--- config.mk ---
export PLATFORM = sky130hd
export DESIGN_NAME = stable_priority_queue_unit
export DESIGN_NICKNAME = d
export VERILOG_FILES = /design/src/hw/rtl/spq_pkg.sv /design/src/hw/rtl/stable_priority_queue_unit.sv /design/src/hw/rtl/spq_cell.sv
export SDC_FILE = /design/constraint.sdc
export NUM_CORES = 2
export LEC_CHECK = 0
export ABC_AREA = 1
export BUFFER_PORTS_ARGS = -buffer_cell sky130_fd_sc_hd__buf_2
export CORE_MARGIN = 5
export CORE_UTILIZATION = 55
export CTS_CLUSTER_SIZE = 25
export DETAILED_ROUTE_END_ITERATION = 12
export HOLD_SLACK_MARGIN = 0.1
export PLACE_DENSITY = 0.74
export SLEW_MARGIN = 25
export SYNTH_ARGS = -nofsm -noshare
export SYNTH_HDL_FRONTEND = slang
export SYNTH_SLANG_ARGS = --single-unit
--- constraint.sdc ---
create_clock -name clock -period 4.9 [get_ports clock]
set_input_delay 0 -clock clock [delete_from_list [all_inputs] [get_ports clock]]
set_output_delay 0 -clock clock [all_outputs]
set_load 0.01 [all_outputs]
--- src/hw/rtl/spq_pkg.sv ---
// Package for the stable priority queue: request and status codes, cell control
// struct and default sizes. No dependencies.
package spq_pkg;

   localparam int CAPACITY_DEFAULT = 16;
   localparam int PRIO_W           = 16;
   localparam int VALUE_W          = 32;
   localparam int OCC_W            = 5;

   localparam logic REQ_INSERT = 1'b0;
   localparam logic REQ_REMOVE = 1'b1;

   typedef enum logic [1:0] {
      ST_INSERTED  = 2'd0,
      ST_REMOVED   = 2'd1,
      ST_UNDERFLOW = 2'd2,
      ST_FULL      = 2'd3
   } status_type;

   // Operation broadcast to every cell of the row at once.
   typedef struct packed {
      logic ins;
      logic rem;
   } cell_ctrl_type;

endpackage

--- src/hw/rtl/stable_priority_queue_unit.sv ---
// Stable sorted priority queue: top level with entry count, result register and
// the row of spq_cell slots. Depends on spq_pkg and spq_cell.
//
// Usage:
//   A request is transferred on a rising edge with start high and busy low.
//   busy is always low, so a request may be issued every cycle.
//   req_type selects insert (0) or remove (1); req_item_value and
//   req_item_prio carry the entry on insert and are ignored on remove.
//   Each request gives one result in the following cycle: rsp_valid is high for that
//   single cycle with rsp_removed_value, rsp_status and rsp_occupancy.
//   Throughput is one request per cycle: every slot
//   compares its priority against the new one and shifts in parallel.
//   Equal priorities leave in arrival order. Remove on empty reports
//   underflow; insert on full is dropped and reports full.
//   Reset empties the queue (count to zero) and clears rsp_valid; slot
//   contents are not cleared, only slots below the count are ever used.
//   The receiver cannot stall; results must be taken when rsp_valid is high.
module stable_priority_queue_unit #(
   parameter int CAPACITY = spq_pkg::CAPACITY_DEFAULT
) (
   input  logic                                clock,
   input  logic                                reset,
   input  logic                                start,
   output logic                                busy,
   input  logic                                req_type,
   input  logic signed [spq_pkg::VALUE_W-1:0]  req_item_value,
   input  logic signed [spq_pkg::PRIO_W-1:0]   req_item_prio,
   output logic                                rsp_valid,
   output logic signed [spq_pkg::VALUE_W-1:0]  rsp_removed_value,
   output logic        [1:0]                   rsp_status,
   output logic        [spq_pkg::OCC_W-1:0]    rsp_occupancy
);

   localparam int CNT_W = $clog2(CAPACITY + 1);

   logic [CNT_W-1:0]            count_ff, count_in;
   logic                        rsp_valid_ff, rsp_valid_in;
   logic [spq_pkg::VALUE_W-1:0] removed_ff, removed_in;
   spq_pkg::status_type         status_ff, status_in;

   logic                        take;
   logic                        full, empty;
   spq_pkg::cell_ctrl_type      ctrl;

   logic                              keep    [CAPACITY];
   logic signed [spq_pkg::PRIO_W-1:0] c_prio  [CAPACITY];
   logic [spq_pkg::VALUE_W-1:0]       c_value [CAPACITY];

   assign busy  = 1'b0;
   assign take  = start && !busy;
   assign full  = (count_ff == CNT_W'(CAPACITY));
   assign empty = (count_ff == '0);

   always_comb begin
      ctrl.ins   = take && (req_type == spq_pkg::REQ_INSERT) && !full;
      ctrl.rem   = take && (req_type == spq_pkg::REQ_REMOVE) && !empty;
      count_in   = count_ff;
      removed_in = '0;
      status_in  = spq_pkg::ST_INSERTED;
      rsp_valid_in = take;
      if (req_type == spq_pkg::REQ_INSERT) begin
         if (full) begin
            status_in = spq_pkg::ST_FULL;
         end else begin
            status_in = spq_pkg::ST_INSERTED;
         end
      end else begin
         if (empty) begin
            status_in = spq_pkg::ST_UNDERFLOW;
         end else begin
            status_in  = spq_pkg::ST_REMOVED;
            removed_in = c_value[0];
         end
      end
      if (ctrl.ins) begin
         count_in = count_ff + 1'b1;
      end else if (ctrl.rem) begin
         count_in = count_ff - 1'b1;
      end
   end

   always_ff @(posedge clock) begin
      if (reset) begin
         count_ff     <= '0;
         rsp_valid_ff <= 1'b0;
      end else begin
         count_ff     <= count_in;
         rsp_valid_ff <= rsp_valid_in;
      end
   end

   always_ff @(posedge clock) begin
      if (take) begin
         removed_ff <= removed_in;
         status_ff  <= status_in;
      end
   end

   genvar gi;
   generate
      for (gi = 0; gi < CAPACITY; gi++) begin : g_cell
         logic                              l_keep;
         logic signed [spq_pkg::PRIO_W-1:0] l_prio, r_prio;
         logic [spq_pkg::VALUE_W-1:0]       l_value, r_value;

         if (gi == 0) begin : g_first
            // Front slot takes the new entry whenever it does not keep its own.
            assign l_keep  = 1'b1;
            assign l_prio  = req_item_prio;
            assign l_value = req_item_value;
         end else begin : g_mid
            assign l_keep  = keep[gi-1];
            assign l_prio  = c_prio[gi-1];
            assign l_value = c_value[gi-1];
         end

         if (gi == CAPACITY - 1) begin : g_last
            assign r_prio  = '0;
            assign r_value = '0;
         end else begin : g_inner
            assign r_prio  = c_prio[gi+1];
            assign r_value = c_value[gi+1];
         end

         spq_cell u_cell (
            .clock       (clock),
            .ctrl        (ctrl),
            .occupied    (CNT_W'(gi) < count_ff),
            .new_prio    (req_item_prio),
            .new_value   (req_item_value),
            .left_keep   (l_keep),
            .left_prio   (l_prio),
            .left_value  (l_value),
            .right_prio  (r_prio),
            .right_value (r_value),
            .keep        (keep[gi]),
            .prio        (c_prio[gi]),
            .value       (c_value[gi])
         );
      end
   endgenerate

   assign rsp_valid         = rsp_valid_ff;
   assign rsp_removed_value = removed_ff;
   assign rsp_status        = status_ff;
   assign rsp_occupancy     = spq_pkg::OCC_W'(count_ff);

`ifndef SYNTHESIS
   a_count_bound: assert property (@(posedge clock) disable iff (reset)
      count_ff <= CNT_W'(CAPACITY))
      else $error("entry count above capacity");

   a_one_result: assert property (@(posedge clock) disable iff (reset)
      start && !busy |=> rsp_valid)
      else $error("transfer without a result");

   a_remove_count: assert property (@(posedge clock) disable iff (reset)
      ctrl.rem |=> count_ff == $past(count_ff) - 1'b1)
      else $error("remove did not lower the count");

   a_full_drop: assert property (@(posedge clock) disable iff (reset)
      rsp_valid && rsp_status == spq_pkg::ST_FULL |-> full)
      else $error("full reported below capacity");
`endif

endmodule

--- src/hw/rtl/spq_cell.sv ---
// One slot of the sorted row: holds a priority and a data word and trades them
// with its neighbours. Depends on spq_pkg.
module spq_cell (
   input  logic                          clock,
   input  spq_pkg::cell_ctrl_type        ctrl,
   input  logic                          occupied,
   input  logic signed [spq_pkg::PRIO_W-1:0]  new_prio,
   input  logic        [spq_pkg::VALUE_W-1:0] new_value,
   input  logic                          left_keep,
   input  logic signed [spq_pkg::PRIO_W-1:0]  left_prio,
   input  logic        [spq_pkg::VALUE_W-1:0] left_value,
   input  logic signed [spq_pkg::PRIO_W-1:0]  right_prio,
   input  logic        [spq_pkg::VALUE_W-1:0] right_value,
   output logic                          keep,
   output logic signed [spq_pkg::PRIO_W-1:0]  prio,
   output logic        [spq_pkg::VALUE_W-1:0] value
);

   logic signed [spq_pkg::PRIO_W-1:0]  prio_ff, prio_in;
   logic        [spq_pkg::VALUE_W-1:0] value_ff, value_in;

   // An occupied slot at or below the new priority stays where it is.
   assign keep  = occupied && (prio_ff <= new_prio);
   assign prio  = prio_ff;
   assign value = value_ff;

   always_comb begin
      prio_in  = prio_ff;
      value_in = value_ff;
      if (ctrl.rem) begin
         prio_in  = right_prio;
         value_in = right_value;
      end else if (ctrl.ins && !keep) begin
         if (left_keep) begin
            prio_in  = new_prio;
            value_in = new_value;
         end else begin
            prio_in  = left_prio;
            value_in = left_value;
         end
      end
   end

   always_ff @(posedge clock) begin
      prio_ff  <= prio_in;
      value_ff <= value_in;
   end

endmodule

==> results.cfg <==
[timing]
layout_min_cycle_time_ns = 3.73
maxSlewViolCount = 0
skew_ns = 0.0310
setup_viol = 0
fin_tns_setup_ns = 0
finalHoldViolCount = 0
max_slew.worst_pin.slew_ns = 1.05
setup_ws_ns = 1.17
whs_ns = 0.177
grt_setup_unrepaired = no
final.period_utilization = 0.762
slew_headroom = 0.302
max_freq_mhz = 268

[routing]
ant_nets = 0
first_pass_iters = 6
wl_per_cell_um = 15.9
drt_iter0_markers = 4508
viasPerCell = 5.34
routed_wirelength_mm = 127
vias = 42800
drc_errors = 0

[floorplan]
fp.dieH_um = 315
rows = 111
design.core.area_um2 = 91900
die_w_um = 315
io_pins = 93
start_util = 0.555
die_area_um2 = 99000

[critical_path]
criticalPathCategory = flop to flop
cp-start-kind = flop
path_max_fanout = 78
required_ns = 5.27
arrival_ns = 4.10
endpoint_kind = flop

[global_routing]
grt_usage = 0.252
antenna_found_initial = 1
grt_pass1_wl_mm = 210
grt_pass1_vias = 40500
grt_max_degree = 214
overflow = 0

[clock_network]
cts.sinks = 808
cts_setup_buffers = 0
tritoncts = built
ctsResizeCount = 0
root_buffer = clkbuf_16
cts_made_buffers = 87
htreeDepth = 3
clock_latency_ns = 0.66
clk_pin_slew_ns = 0.06
cts_buffer_depth = 3

[synth]
syn-instance-count = 6805
yosysSeqAreaShare = 0.465
avgSynthCellArea_um2 = 7.50
ys.flop_type = edfxtp_1
synth_fp_nets = 7116
ys_async_sr_fraction = 0
syn_area_um2 = 51000
synth-edff-count = 754
yosysWarnings = 0
ys_types = 32
synth_seq_cells = 808

[pwr]
peakVddDrop_v = 0.000288
power_density_nw_per_um2 = 442
p_leak_uw = 0.0276
finalPower_uw = 24700

[placement]
placed_cells = 7807
place_ws_ns = 1.23
gp_congestion = 0.862
port_buffers = 91
dpl.hpwl_mm = 89.0

[status]
status = finished, final reports clean

[cells_and_area]
final_cells = 8020
insertedDiodeCount = 0
synthToLayoutAreaGrowth_pct = 9.36
layout.area.seq_um2 = 23700
multi_input_area_um2 = 22600
drive_above_1_share = 0.0564
fillers = 8087
nets = 7017

[worst_hold_path]
min_path_type = primary input to flop

[job]
drv_cap = 0
-- cells in the mapped netlist (all sizes together) (12+ instances only) --
master	count	area [um2]
a21oi	119	596
a31oi	24	169
buf	198	997
clkbuf	254	953
dfxtp	54	1080
edfxtp	754	22600
ha	259	3240
inv	845	3170
nand2	2497	9380
nand3	1410	7060
nand4	18	113
nor2	245	935
nor3	12	60.1
o21ai	89	445
-- what timing repair did --
item | in CTS | in global routing
hold buffers | 53 | 0
endpoints found under the hold margin | 132 | 0
endpoints found under the setup margin | 0 | 0
-- flip-flops by register name (all words and copies together) (netlist names) --
name	flops
rsp_status	2
g_cell.u_cell.prio	256
rsp_occupancy	5
rsp_valid	1
rsp_removed_value	32
g_cell.u_cell.value	512
-- power by group --
part | leakage, uW | total [uW] | internal (uW) | switching [uW]
clock | 0.00134 | 6360 | 3610 | 2750
combinational | 0.0186 | 7750 | 2440 | 5310
sequential | 0.00767 | 10600 | 9730 | 843
total | 0.0276 | 24700 | 15800 | 8900
-- final timing paths --
path	from	to	slack, ns	depth (start not counted)
max reg2reg	rsp_occupancy[4]	g_cell[2].u_cell.value[12]	1.17	9
min reg2reg	g_cell[15].u_cell.value[4]	g_cell[14].u_cell.value[4]	0.51	2
max	rsp_occupancy[4]	g_cell[2].u_cell.value[12]	1.17	9
min	req_item_prio[5]	g_cell[0].u_cell.prio[5]	0.18	4
-- final cells by class --
cell class,count,share of cell area
Clock buffer,120,0.0440
Clock inverter,40,0.00444
Inverter,845,0.0570
Multi-Input combinational cell,4700,0.405
Sequential cell,808,0.425
Tap cell,1243,0.0279
Timing Repair Buffer,264,0.0371
-- through the flow --
stage	utilization	instance area, um2
after global placement	0.572	52600
after detailed placement	0.572	52600
after floorplan	-	51100
final	0.607	55800
after global routing	0.607	55800
after CTS	0.607	55800
-- logic make-up after synthesis --
| group | after synthesis | synth area share |
|---|---|---|
| other cells | 1 | 0.0000735 |
| simple gates | 4185 | 0.344 |
| compound gates | 254 | 0.0269 |
| xor+xnor | 1 | 0.000172 |
| buf+inv | 1297 | 0.100 |
| fa+ha+maj | 259 | 0.0635 |
| flops | 808 | 0.465 |
-- placed cells by master (no fill, tap or decap), types with 4 or more instances in the layout --
cell type and count:
clkinv_2 18, clkinv_1 17, nand3_1 1396, nand3_2 14, nand2_2 5, ha_1 259
nand4_1 18, inv_2 4, clkbuf_16 93, a21o_1 6, buf_2 91, o21a_1 11
buf_12 13, nor3_1 12, a31oi_1 6, inv_1 840, o21ai_4 4, a21oi_1 118
nand2_1 2491, a31oi_4 17, dfxtp_1 54, dlygate4sd3_1 53, edfxtp_1 754, nor2_1 243
buf_4 105, o21ai_0 84, clkbuf_1 24
-- layer usage --
metal	global-route usage	part of all wire
met5	0	0
met4	0.0514	0.015
met2	0.399	0.44
met1	0.374	0.46
met3	0.0329	0.082
-- worst max-delay path, cell delays in order, from the launching register on --
cell and delay [ns]:
dfxtp_1 0.44, nor2_4 0.29, inv_2 0.08, nor2_4 0.18
nand2_1 0.21, nand2_8 0.32, buf_4 0.69, buf_4 0.72
a31oi_4 0.17, buf_4 0.28
No activity file was read; power rests on OpenSTA's default activity.
